$ cat config.mk
export PLATFORM = sky130hd
export DESIGN_NAME = serial_command_frame_receiver_unit
export DESIGN_NICKNAME = d
export VERILOG_FILES = /design/src/scfr_pkg.sv /design/src/serial_command_frame_receiver_unit.sv
export VERILOG_INCLUDE_DIRS = /design/src /design/src/src
export SDC_FILE = /design/constraint.sdc
export NUM_CORES = 1
export LEC_CHECK = 0
export ABC_AREA = 1
export BUFFER_PORTS_ARGS = -buffer_cell sky130_fd_sc_hd__buf_4
export CORE_ASPECT_RATIO = 1.4
export CORE_MARGIN = 4
export CORE_UTILIZATION = 50
export CTS_CLUSTER_SIZE = 16
export DETAILED_ROUTE_END_ITERATION = 16
export HOLD_SLACK_MARGIN = 0.1
export PLACE_DENSITY = 0.73
export SETUP_SLACK_MARGIN = 0.02
export SLEW_MARGIN = 20
export SYNTH_ARGS = -nofsm -noshare
export SYNTH_HDL_FRONTEND = slang
export SYNTH_SLANG_ARGS = --single-unit
$ cat constraint.sdc
create_clock -name i_clk -period 5.85 [get_ports i_clk]
set_clock_uncertainty 0.1 [all_clocks]
set_input_delay 0.585 -clock i_clk [delete_from_list [all_inputs] [get_ports i_clk]]
set_output_delay 0.585 -clock i_clk [all_outputs]
set_load 0.005 [all_outputs]
$ cat src/assert_macros.svh
// Assertion macros used by the RTL of the frame receiver.
// Define SYNTH to compile the checks out.
`ifndef ASSERT_MACROS_SVH
`define ASSERT_MACROS_SVH

`ifndef SYNTH
`define ASSERT_ALWAYS(lbl, clk, rst_n, prop) \
    lbl: assert property (@(posedge clk) disable iff (!rst_n) (prop)) \
        else $error("assertion failed: lbl");
`define ASSERT_IMPLY(lbl, clk, rst_n, ante, cons) \
    lbl: assert property (@(posedge clk) disable iff (!rst_n) (ante) |-> (cons)) \
        else $error("assertion failed: lbl");
`define ASSERT_NEXT(lbl, clk, rst_n, ante, cons) \
    lbl: assert property (@(posedge clk) disable iff (!rst_n) (ante) |=> (cons)) \
        else $error("assertion failed: lbl");
`else
`define ASSERT_ALWAYS(lbl, clk, rst_n, prop)
`define ASSERT_IMPLY(lbl, clk, rst_n, ante, cons)
`define ASSERT_NEXT(lbl, clk, rst_n, ante, cons)
`endif

`endif

$ cat src/scfr_pkg.sv
// Types and constants of the serial command frame receiver.
// No dependencies.
`timescale 1ns / 1ps

package scfr_pkg;

    localparam int unsigned BYTE_W    = 8;
    localparam int unsigned PARAM_W   = 16;
    localparam int unsigned POS_W     = 4;
    localparam int unsigned STORE_N   = 6;
    localparam int unsigned STORE_IW  = 3;
    localparam int unsigned CFG_IDX_W = 2;

    typedef logic [BYTE_W-1:0] t_byte;
    typedef logic [POS_W-1:0]  t_pos;

    typedef enum logic [CFG_IDX_W-1:0] {
        CFG_FIRST_HEADER  = 2'd0,
        CFG_SECOND_HEADER = 2'd1,
        CFG_TAIL          = 2'd2
    } t_cfg_idx;

    localparam t_pos POS_HDR0   = 4'd0;
    localparam t_pos POS_HDR1   = 4'd1;
    localparam t_pos POS_CMD    = 4'd2;
    localparam t_pos POS_SEQ    = 4'd3;
    localparam t_pos POS_P1_LO  = 4'd4;
    localparam t_pos POS_P1_HI  = 4'd5;
    localparam t_pos POS_P2_LO  = 4'd6;
    localparam t_pos POS_P2_HI  = 4'd7;
    localparam t_pos POS_CHKSUM = 4'd8;
    localparam t_pos POS_TAIL   = 4'd9;

    localparam t_byte RST_FIRST_HEADER  = 8'd170;
    localparam t_byte RST_SECOND_HEADER = 8'd85;
    localparam t_byte RST_TAIL          = 8'd13;

endpackage

$ cat src/serial_command_frame_receiver_unit.sv
// Serial command frame receiver: deframes 10-byte header/XOR/tail frames.
// Depends on scfr_pkg and assert_macros.svh.
//
//   channel  direction  handshake                 payload
//   rx       in         i_rx_valid / o_rx_ready   i_rx_byte
//   cmd      out        o_cmd_valid / i_cmd_ready command, sequence, two params
//   cfg      in         i_cfg_wr_en               i_cfg_addr, i_cfg_wdata
//
// One byte per cycle while the frame step is not stalled; a byte passes the input
// register and then the frame step, which loads the result register on a good tail byte.
// The frame step stalls only while a result waits in the output register;
// the input register then holds one byte and drops ready.
// Reset (synchronous, active low) restores the header/tail values and the hunt.
`timescale 1ns / 1ps
`include "assert_macros.svh"

module serial_command_frame_receiver_unit (
    input  logic                                   i_clk,
    input  logic                                   i_rst_n,
    input  logic                                   i_rx_valid,
    output logic                                   o_rx_ready,
    input  logic [scfr_pkg::BYTE_W-1:0]            i_rx_byte,
    output logic                                   o_cmd_valid,
    input  logic                                   i_cmd_ready,
    output logic [scfr_pkg::BYTE_W-1:0]            o_command_code,
    output logic [scfr_pkg::BYTE_W-1:0]            o_sequence_number,
    output logic signed [scfr_pkg::PARAM_W-1:0]    o_first_param,
    output logic signed [scfr_pkg::PARAM_W-1:0]    o_second_param,
    input  logic                                   i_cfg_wr_en,
    input  logic [scfr_pkg::CFG_IDX_W-1:0]         i_cfg_addr,
    input  logic [scfr_pkg::BYTE_W-1:0]            i_cfg_wdata
);

    scfr_pkg::t_byte r_hdr0, r_hdr1, r_tail;

    logic            r_in_valid;
    scfr_pkg::t_byte r_in_byte;

    scfr_pkg::t_pos  r_pos, n_pos;
    scfr_pkg::t_byte r_xor, n_xor;
    logic            r_chk, n_chk;
    scfr_pkg::t_byte r_store [scfr_pkg::STORE_N];

    logic                                r_out_valid;
    scfr_pkg::t_byte                     r_cmd, r_seq;
    logic signed [scfr_pkg::PARAM_W-1:0] r_p1, r_p2;

    logic                              stage_adv;
    logic                              proc;
    logic                              good;
    logic                              store_we;
    logic [scfr_pkg::STORE_IW-1:0]     store_idx;
    scfr_pkg::t_pos                    pos_off;

    assign stage_adv  = !r_out_valid || i_cmd_ready;
    assign proc       = r_in_valid && stage_adv;
    assign o_rx_ready = !r_in_valid || stage_adv;
    assign pos_off    = r_pos - scfr_pkg::POS_CMD;
    assign store_idx  = pos_off[scfr_pkg::STORE_IW-1:0];

    // configuration registers
    always_ff @(posedge i_clk) begin
        if (!i_rst_n) begin
            r_hdr0 <= scfr_pkg::RST_FIRST_HEADER;
            r_hdr1 <= scfr_pkg::RST_SECOND_HEADER;
            r_tail <= scfr_pkg::RST_TAIL;
        end else if (i_cfg_wr_en) begin
            unique case (scfr_pkg::t_cfg_idx'(i_cfg_addr))
                scfr_pkg::CFG_FIRST_HEADER:  r_hdr0 <= i_cfg_wdata;
                scfr_pkg::CFG_SECOND_HEADER: r_hdr1 <= i_cfg_wdata;
                scfr_pkg::CFG_TAIL:          r_tail <= i_cfg_wdata;
                default: ;
            endcase
        end
    end

    // input register
    always_ff @(posedge i_clk) begin
        if (!i_rst_n) begin
            r_in_valid <= 1'b0;
        end else if (o_rx_ready) begin
            r_in_valid <= i_rx_valid;
        end
    end

    always_ff @(posedge i_clk) begin
        if (i_rx_valid && o_rx_ready) begin
            r_in_byte <= i_rx_byte;
        end
    end

    // frame step
    always_comb begin
        n_pos    = r_pos;
        n_xor    = r_xor;
        n_chk    = r_chk;
        good     = 1'b0;
        store_we = 1'b0;
        if (proc) begin
            unique case (r_pos)
                scfr_pkg::POS_HDR0: begin
                    if (r_in_byte == r_hdr0) begin
                        n_xor = r_in_byte;
                        n_pos = scfr_pkg::POS_HDR1;
                    end
                end
                scfr_pkg::POS_HDR1: begin
                    if (r_in_byte == r_hdr1) begin
                        n_xor = r_xor ^ r_in_byte;
                        n_pos = scfr_pkg::POS_CMD;
                    end else if (r_in_byte == r_hdr0) begin
                        n_xor = r_in_byte;
                        n_chk = 1'b0;
                        n_pos = scfr_pkg::POS_HDR1;
                    end else begin
                        n_xor = '0;
                        n_chk = 1'b0;
                        n_pos = scfr_pkg::POS_HDR0;
                    end
                end
                scfr_pkg::POS_CMD, scfr_pkg::POS_SEQ, scfr_pkg::POS_P1_LO,
                scfr_pkg::POS_P1_HI, scfr_pkg::POS_P2_LO, scfr_pkg::POS_P2_HI: begin
                    store_we = 1'b1;
                    n_xor    = r_xor ^ r_in_byte;
                    n_pos    = r_pos + scfr_pkg::t_pos'(1);
                end
                scfr_pkg::POS_CHKSUM: begin
                    n_chk = (r_in_byte == r_xor);
                    n_pos = scfr_pkg::POS_TAIL;
                end
                scfr_pkg::POS_TAIL: begin
                    good  = r_chk && (r_in_byte == r_tail);
                    n_xor = '0;
                    n_chk = 1'b0;
                    n_pos = scfr_pkg::POS_HDR0;
                end
                default: begin
                    n_chk = 1'b0;
                    if (r_in_byte == r_hdr0) begin
                        n_xor = r_in_byte;
                        n_pos = scfr_pkg::POS_HDR1;
                    end else begin
                        n_xor = '0;
                        n_pos = scfr_pkg::POS_HDR0;
                    end
                end
            endcase
        end
    end

    always_ff @(posedge i_clk) begin
        if (!i_rst_n) begin
            r_pos <= scfr_pkg::POS_HDR0;
            r_xor <= '0;
            r_chk <= 1'b0;
        end else begin
            r_pos <= n_pos;
            r_xor <= n_xor;
            r_chk <= n_chk;
        end
    end

    always_ff @(posedge i_clk) begin
        if (store_we) begin
            r_store[store_idx] <= r_in_byte;
        end
    end

    // result register
    always_ff @(posedge i_clk) begin
        if (!i_rst_n) begin
            r_out_valid <= 1'b0;
        end else if (stage_adv) begin
            r_out_valid <= good;
        end
    end

    always_ff @(posedge i_clk) begin
        if (good) begin
            r_cmd <= r_store[0];
            r_seq <= r_store[1];
            r_p1  <= {r_store[3], r_store[2]};
            r_p2  <= {r_store[5], r_store[4]};
        end
    end

    assign o_cmd_valid       = r_out_valid;
    assign o_command_code    = r_cmd;
    assign o_sequence_number = r_seq;
    assign o_first_param     = r_p1;
    assign o_second_param    = r_p2;

    `ASSERT_ALWAYS(a_pos_range, i_clk, i_rst_n, r_pos <= scfr_pkg::POS_TAIL)
    `ASSERT_IMPLY(a_result_from_tail, i_clk, i_rst_n, $rose(r_out_valid), $past(r_pos) == scfr_pkg::POS_TAIL)
    `ASSERT_NEXT(a_tail_restarts, i_clk, i_rst_n, proc && r_pos == scfr_pkg::POS_TAIL, r_pos == scfr_pkg::POS_HDR0 && r_xor == '0)
    `ASSERT_NEXT(a_in_hold, i_clk, i_rst_n, r_in_valid && !stage_adv, r_in_valid && $stable(r_in_byte))

endmodule

==> metrics, run 1 <==
maximum VDD drop=196.3 uV; clk buf depth=2; status=finished, final reports clean; crit-path most repeated cell=nand2_1; starting density of the core=51.05%; CP peak stage delay=0.88 ns; worst-path maximum fanout=14; R2R Path End=r_store[2][1]; htree depth=4; unrepaired setup endpoints after global routing=no; DRC violations left=0; post-synthesis cell type count=34; Clock transition at path regs=0.06 ns; I/O pin cnt=73; Worst R2R Path Depth=8; Fillers=824; CTS tree=yes; period utilization=50.84%; CP Launch Type=flip-flop; initial antenna violation count=0; Core Area=10,810 um^2; Max Clk Rate=336.2 MHz; Comb power frac=3.7%; Critical Path AT=2.90 ns; Post-CTS Hold Buffers=0; clk sink count=143; Synth top area share=56.59%; layout cell share with drive strength beyond 1=21.95%; TritonCTS buffer count=17; share of total power in sequential cells=49.1%; GRT Overall Usage=18.62%; number of global-route vias before repair=3,582; Int Pwr=1798 uW; most common cell after layout, fill and taps aside=nand2_1; Ys Warns=0; worst hold stages=1; final WL=11,090 um; commonest cells after routing, fill and taps aside=nand2_1 (108), edfxtp_1 (104), buf_4 (75), inv_1 (45), dfxtp_1 (39); slowest CP cell=nor3_1; Die H=132.3 um; pre-CTS setup slack=2.961 ns; Slew @ Worst Pin=1.108 ns; Hold Crit Start=i_rx_byte[1]; # rows=45; Hold Path End=r_in_byte[1]; Nets=579; HP Class=in -> reg; Max Slew Vio Count=0; grt ovf=0; placer congestion estimate=0.9015; antenna diode count=0; global-route wire length before repair=18,320 um; dpl hpwl=7618 um; Skew-Pair Late Insertion Delay=0.41 ns; IO Port Bufs=72; register area share after synthesis=70.73%; Leak=0.002726 uW; root buffer cell=clkbuf_16; Switch Pwr=467.1 uW; max cap viols=0; routed len/inst=15.70 um; iteration-0 DRC count of the detailed router=256; TNS Setup=0 ns; chip width=96.80 um; Die Area=12,810 um^2; synth top area cells=edfxtp_1 (57%), dfxtp_1 (14%), nand2_1 (7.3%); post-CTS sizing=0; PwrDens=333.1 nW/um^2; slew margin rel.=25.54%; reg2reg setup slack=2.88 ns; vias per cell=5.059; Sw Ratio=20.62%; Clock Power Share=47.2%; cell area after synthesis=5519 um^2; CP required=5.78 ns; Seq cells post-synth=143; area leader, netlist=edfxtp_1; pin count of the biggest net entering global routing=49; Hold Vio Cnt, Final=0; post-CTS setup buffers=0; Post-Syn Instances=473; final worst slack=2.876 ns; syn_nets=500; syn avg cell area=11.67 um^2; P&R area growth vs syn=23.19%; drt first pass iters=5; Final min period=2.974 ns; Final Core Density=62.89%; crit path kind=reg -> reg; crit-path cells=inv_1 -> ha_1 -> o21ai_0 -> nand2_1 -> nand2_1 -> inv_1 -> nand2_1 -> nor3_1; Antenna Violating Nets Remaining=0; Final Setup Violations=0; launch point of the worst reg-to-reg path=r_pos[0]; routed vias=3,572; CP Capture Type=flip-flop
[power by group through the flow]
stage / registers [uW] / logic, uW / clock network [uW]
after floorplan: 1120 / 60.5 / 0
after global placement: 1130 / 79.7 / 0
after detailed placement: 1130 / 82.1 / 0
after CTS: 1110 / 82.9 / 1090
after global routing: 1110 / 94.0 / 1150
final: 1110 / 82.8 / 1070
[worst max-delay path, delay by kind of cell, from the launching register on]
family | cells | cell delay, ns
compound gates | 1 | 0.10
fa+ha+maj | 1 | 0.24
buf+inv | 2 | 0.37
flops | 1 | 0.40
simple gates | 4 | 1.37
[per-layer routing]
layer  global-route usage, %  wire, um
met2                   33.37      5959
met3                   5.558       529
met5                       0         0
met1                   20.94      4459
met4                   6.557       138
[metrics by stage]
step	hold slack, ns	total power [uW]	area (um^2)	std cells
6_report	0.2521	2265	6799	706
5_1_grt	0.2272	2356	6799	706
3_5_place_dp	0.3052	1216	6195	674
2_1_floorplan	0.3003	1184	5525	473
3_3_place_gp	0.3065	1212	6195	674
4_1_cts	0.2336	2282	6789	706
[state kept, by name (all words and copies together), names as in the netlist]
name               flops
r_pos                  4
r_hdr0                 8
r_chk                  1
o_first_param         16
o_second_param        16
r_xor                  8
r_in_valid             1
o_command_code         8
r_in_byte              8
r_hdr1                 8
o_sequence_number      8
o_cmd_valid            1
r_store               48
r_tail                 8
[worst max-delay path by stage]
| stage | startpoint | end | slack (ns) | cells after the start |
|---|---|---|---|---|
| 2_1_floorplan | r_in_byte[5] | o_command_code[0] | 1.55 | 6 |
| 3_3_place_gp | r_pos[0] | r_store[1][1] | 3.09 | 8 |
| 3_5_place_dp | r_pos[0] | r_store[0][4] | 2.96 | 8 |
| 4_1_cts | r_pos[0] | r_store[0][1] | 2.87 | 8 |
| 5_1_grt | r_pos[0] | r_store[2][3] | 2.56 | 8 |
| 6_report | r_pos[0] | r_store[2][1] | 2.88 | 8 |
[area by class of cell]
type                       instances  area (um^2)  area share, %
timing repair buffer              75        563.0          8.281
multi-input combinational        265         1374          20.21
clock inverter                    14        165.2          2.429
tap                              141        176.4          2.595
inverter                          50        187.7          2.760
clock buffer                      18        429.2          6.312
sequential                       143         3904          57.42
[Yosys cell counts (all sizes together)]
cell type and number:
o211ai 4, ha 4, o21ai 18, nor4 4
o22ai 1, nor2 36, a21oi 31, dfxtp 39
buf 11, nand3 17, or2 1, inv 49
nand2 112, a211oi 3, nand4 3, clkbuf 4
clkinv 1, edfxtp 104, o2111ai 1, nor3 10
xnor2 14, xor2 6
[cells by family after synthesis]
group	count (synthesis)	synth area share [%]
and+or+nand+nor	183	14.49
buffers and inverters	65	4.829
AOI/OAI and AO/OA	58	5.736
xor gates and xnor gates	20	3.310
adders and majority gates	4	0.9069
DFF	143	70.73
Note: power is estimated with default switching activity, not from simulation.
==> run 2: changes to the inputs <==
clock period = 2.6 ns   (was 5.85 ns; I/O delays follow)
==> metrics, run 2 (synthesis gave the netlist of run 1 again) <==
starting density of the core=51.05%; commonest cells after routing, fill and taps aside=nand2_1 (106), edfxtp_1 (104), buf_4 (93), inv_1 (45), dfxtp_1 (39); R2R Path End=r_store[2][3]; # rows=45; CP Launch Type=flip-flop; IO Port Bufs=72; initial antenna violation count=0; Core Area=10,810 um^2; Comb power frac=4.9%; worst hold stages=3; Hold Path End=r_hdr1[4]; Die Area=12,810 um^2; drt first pass iters=5; unrepaired setup endpoints after global routing=yes; Final Setup Violations=0; maximum VDD drop=519.3 uV; non-filler cells, final=743; CTS tree=yes; chip width=96.80 um; htree depth=4; period utilization=96.80%; I/O pin cnt=73; GRT Overall Usage=20.20%; dpl hpwl=8613 um; worst-path maximum fanout=8; routed len/inst=16.60 um; post-CTS sizing=0; global-route wire length before repair=19,880 um; Hold Vio Cnt, Final=0; launch point of the worst reg-to-reg path=r_pos[0]; number of global-route vias before repair=3,772; clk buf depth=2; Clock Power Share=44.8%; Skew-Pair Late Insertion Delay=0.41 ns; crit path kind=reg -> reg; Slew @ Worst Pin=1.100 ns; DRC violations left=0; Final Power=4941 uW; reg2reg setup slack=0.08 ns; Worst R2R Path Depth=8; Antenna Violating Nets Remaining=0; Sw Ratio=21.51%; pin count of the biggest net entering global routing=49; post-CTS setup buffers=0; pre-CTS setup slack=0.1115 ns; Leak=0.002879 uW; placer congestion estimate=0.9209; grt ovf=0; clk sink count=143; HP Class=in -> reg; root buffer cell=clkbuf_16; TritonCTS buffer count=17; Nets=617; iteration-0 DRC count of the detailed router=289; final WL=12,330 um; Critical Path AT=2.43 ns; share of total power in sequential cells=50.4%; Max Slew Vio Count=0; max cap viols=0; layout cell share with drive strength beyond 1=23.92%; antenna diode count=0; Top reg by flops=r_store; Clock transition at path regs=0.06 ns; Largest register FFs=48; Die H=132.3 um; CP Capture Type=flip-flop; Max Clk Rate=397.3 MHz; final worst slack=0.08316 ns; Switch Pwr=1063 uW; P&R area growth vs syn=28.63%; routed vias=3,755; Final Core Density=65.67%; slew margin rel.=26.09%; placed cells=693; most common cell after layout, fill and taps aside=nand2_1; vias per cell=5.054; CP required=2.52 ns; Hold Crit Start=i_cfg_addr[1]; status=finished, final reports clean; Final min period=2.517 ns; TNS Setup=0 ns; Int Pwr=3878 uW; PwrDens=696.0 nW/um^2
-- run 2: changes by cell type in the layout (fill, tap and decap cells not counted), sizes merged --
cell	previous run	this run
buf	75	94
bufinv	3	1
clkinv	6	8
clkinvlp	3	2
dlygate4sd3	0	19
-- run 2: final cells by class --
cell class,instances,area (um^2)
Fill cell,819,3711
Timing Repair Buffer,113,908.4
Tap cell,141,176.4
Clock buffer,18,429.2
Multi-Input combinational cell,265,1379
Clock inverter,13,115.1
Sequential cell,143,3904
Inverter,50,187.7
-- run 2: stage by stage --
step,instance area [um^2],hold WS (ns)
final,7099,0.1150
after global routing,7099,0.1077
after CTS,7089,0.1037
after detailed placement,6355,0.3081
after global placement,6355,0.3032
after floorplan,5549,0.2589
-- run 2: how the worst max path moves through the flow --
stage / startpoint / endpoint / slack [ns] / cells after the start
floorplan: r_in_byte[5] / o_command_code[0] / -0.54 / 6
global placement: r_pos[0] / r_store[0][5] / 0.28 / 8
detailed placement: r_pos[0] / r_store[0][4] / 0.11 / 8
CTS: r_pos[0] / r_store[0][2] / 0.02 / 8
global route: r_pos[0] / r_store[2][4] / -0.11 / 8
finish: r_pos[0] / r_store[2][3] / 0.08 / 8
-- run 2: timing repair --
| action | in CTS | in global routing |
|---|---|---|
| setup endpoints to repair | 0 | 16 |
| hold endpoints to repair | 33 | 0 |
| hold buffers | 19 | 0 |
-- run 2: layer usage --
metal	up-vias	share of wire, %	GRT usage (%)
met1	1803	38	22.42
li1	1824	-	-
met3	14	4.4	4.817
met2	114	55	37.10
met4	0	2.4	7.728
met5	-	0	0
-- run 2: power by group through the flow --
stage	Sequential, uW	Clock, uW	Combinational (uW)
2_1_floorplan	2530	0	139
3_3_place_gp	2530	0	214
3_5_place_dp	2540	0	219
4_1_cts	2490	2240	242
5_1_grt	2490	2370	268
6_report	2490	2210	242
-- run 2: critical path, cell delays in order (launching register included) --
cell and delay, ns:
dfxtp_1 0.36, inv_1 0.15, ha_1 0.18, o21ai_0 0.09
nand2_1 0.08, nand2_1 0.07, inv_1 0.09, nand2_1 0.14
nor3_1 0.87
==> run 3: changes to the inputs <==
PLACE_DENSITY = 0.71   (was 0.73)
TNS_END_PERCENT = 100   (was default)
clock period = 2.7 ns   (was 2.6 ns; I/O delays follow)
==> metrics, run 3 (synthesis gave the netlist of run 1 again) <==
crit-path cells=inv_1 -> ha_1 -> o21ai_0 -> nand2_1 -> nand2_1 -> inv_1 -> nand2_1 -> nor3_1; Max Slew Vio Count=0; pin count of the biggest net entering global routing=49; iteration-0 DRC count of the detailed router=202; status=finished, final reports clean; initial antenna violation count=0; CP required=2.62 ns; PwrDens=687.6 nW/um^2; CTS tree=yes; # rows=45; Antenna Violating Nets Remaining=0; crit-path most repeated cell=nand2_1; post-CTS setup buffers=0; HP Class=in -> reg; placer congestion estimate=0.8546; crit path kind=reg -> reg; WHS=0.1107 ns; DRC violations left=0; chip width=96.80 um; number of global-route vias before repair=3,803; CP peak stage delay=0.86 ns; dpl hpwl=8031 um; htree depth=4; Die H=132.3 um; TNS Setup=0 ns; grt ovf=0; Largest register FFs=48; drt first pass iters=4; Max Clk Rate=377.6 MHz; slew margin rel.=25.90%; GRT Overall Usage=19.48%; P&R area growth vs syn=29.06%; routed len/inst=15.94 um; IO Port Bufs=72; pre-CTS setup slack=0.07543 ns; period utilization=98.09%; layout cell share with drive strength beyond 1=23.46%; clk buf depth=2; Final Setup Violations=0; worst-path maximum fanout=8; most common cell after layout, fill and taps aside=nand2_1; maximum VDD drop=506.3 uV; Slew @ Worst Pin=1.103 ns; Skew-Pair Late Insertion Delay=0.41 ns; global-route wire length before repair=19,330 um; slowest CP cell=nor3_1; TritonCTS buffer count=17; starting density of the core=51.05%; post-CTS sizing=0; Final Core Density=65.89%; max cap viols=0; CP Launch Type=flip-flop; final WL=11,830 um; routed vias=3,696; placed cells=689; root buffer cell=clkbuf_16; Critical Path AT=2.57 ns; Clock transition at path regs=0.06 ns; commonest cells after routing, fill and taps aside=nand2_1 (106), edfxtp_1 (104), buf_4 (89), inv_1 (45), dfxtp_1 (39); CP Capture Type=flip-flop; Final min period=2.648 ns; vias per cell=4.981; Leak=0.002879 uW; Nets=615; antenna diode count=0; Core Area=10,810 um^2; unrepaired setup endpoints after global routing=yes; clk sink count=143; Die Area=12,810 um^2; non-filler cells, final=742; I/O pin cnt=73; Top reg by flops=r_store; Hold Vio Cnt, Final=0; final worst slack=0.05157 ns
==> run 3: path summary, 6_finish.rpt <==
kind / slack (ns) / cells after the start / end / from
min reg2reg: 0.31 / 0 / o_first_param[14] / r_store[3][6]
min: 0.11 / 4 / r_hdr1[6] / i_cfg_addr[1]
max: 0.05 / 8 / r_store[2][0] / r_pos[1]
max reg2reg: 0.05 / 8 / r_store[2][0] / r_pos[1]
==> run 3: routing by layer <==
layer / global-route usage, % / wire [um] / part of all wire [%] / up-vias
met5: 0 / 0 / 0 / -
met4: 7.963 / 295 / 2.5 / 0
met3: 5.558 / 696 / 5.9 / 24
met2: 34.64 / 6321 / 53 / 125
met1: 21.82 / 4512 / 38 / 1726
li1: - / - / - / 1821
==> run 3: report_power, final <==
part	switching (uW)	internal, uW	leakage [uW]
clock	882	1390	0.000273
sequential	26.1	2370	0.00126
combinational	130	101	0.00135
==> run 3: what timing repair did <==
action | 4_1_cts | 5_1_grt
setup endpoints to repair | 0 | 24
endpoints found under the hold margin | 33 | 0
hold buffers | 21 | 0
==> run 3: metrics by stage <==
| step | instance area (um^2) | power (uW) |
|---|---|---|
| 2_1_floorplan | 5549 | 2568 |
| 3_3_place_gp | 6331 | 2642 |
| 3_5_place_dp | 6331 | 2647 |
| 4_1_cts | 7123 | 4944 |
| 5_1_grt | 7123 | 5088 |
| 6_report | 7123 | 4898 |
==> run 3: layout make-up <==
| class | instances | area (um^2) |
|---|---|---|
| clock buffers | 20 | 446.7 |
| well taps | 141 | 176.4 |
| repair buffers | 111 | 898.4 |
| flip-flops and latches | 143 | 3904 |
| fillers | 832 | 3687 |
| multi-input cells | 265 | 1375 |
| inverters | 50 | 187.7 |
| clock inverters | 12 | 135.1 |
==> run 3: critical path: cells and delay by family, from the launching register on <==
kind	cells	cell delay, ns
AND/OR/NAND/NOR	4	1.16
buffers and inverters	2	0.28
adder cells (fa/ha/maj)	1	0.24
flip-flops	1	0.35
AO/OA/AOI/OAI	1	0.12
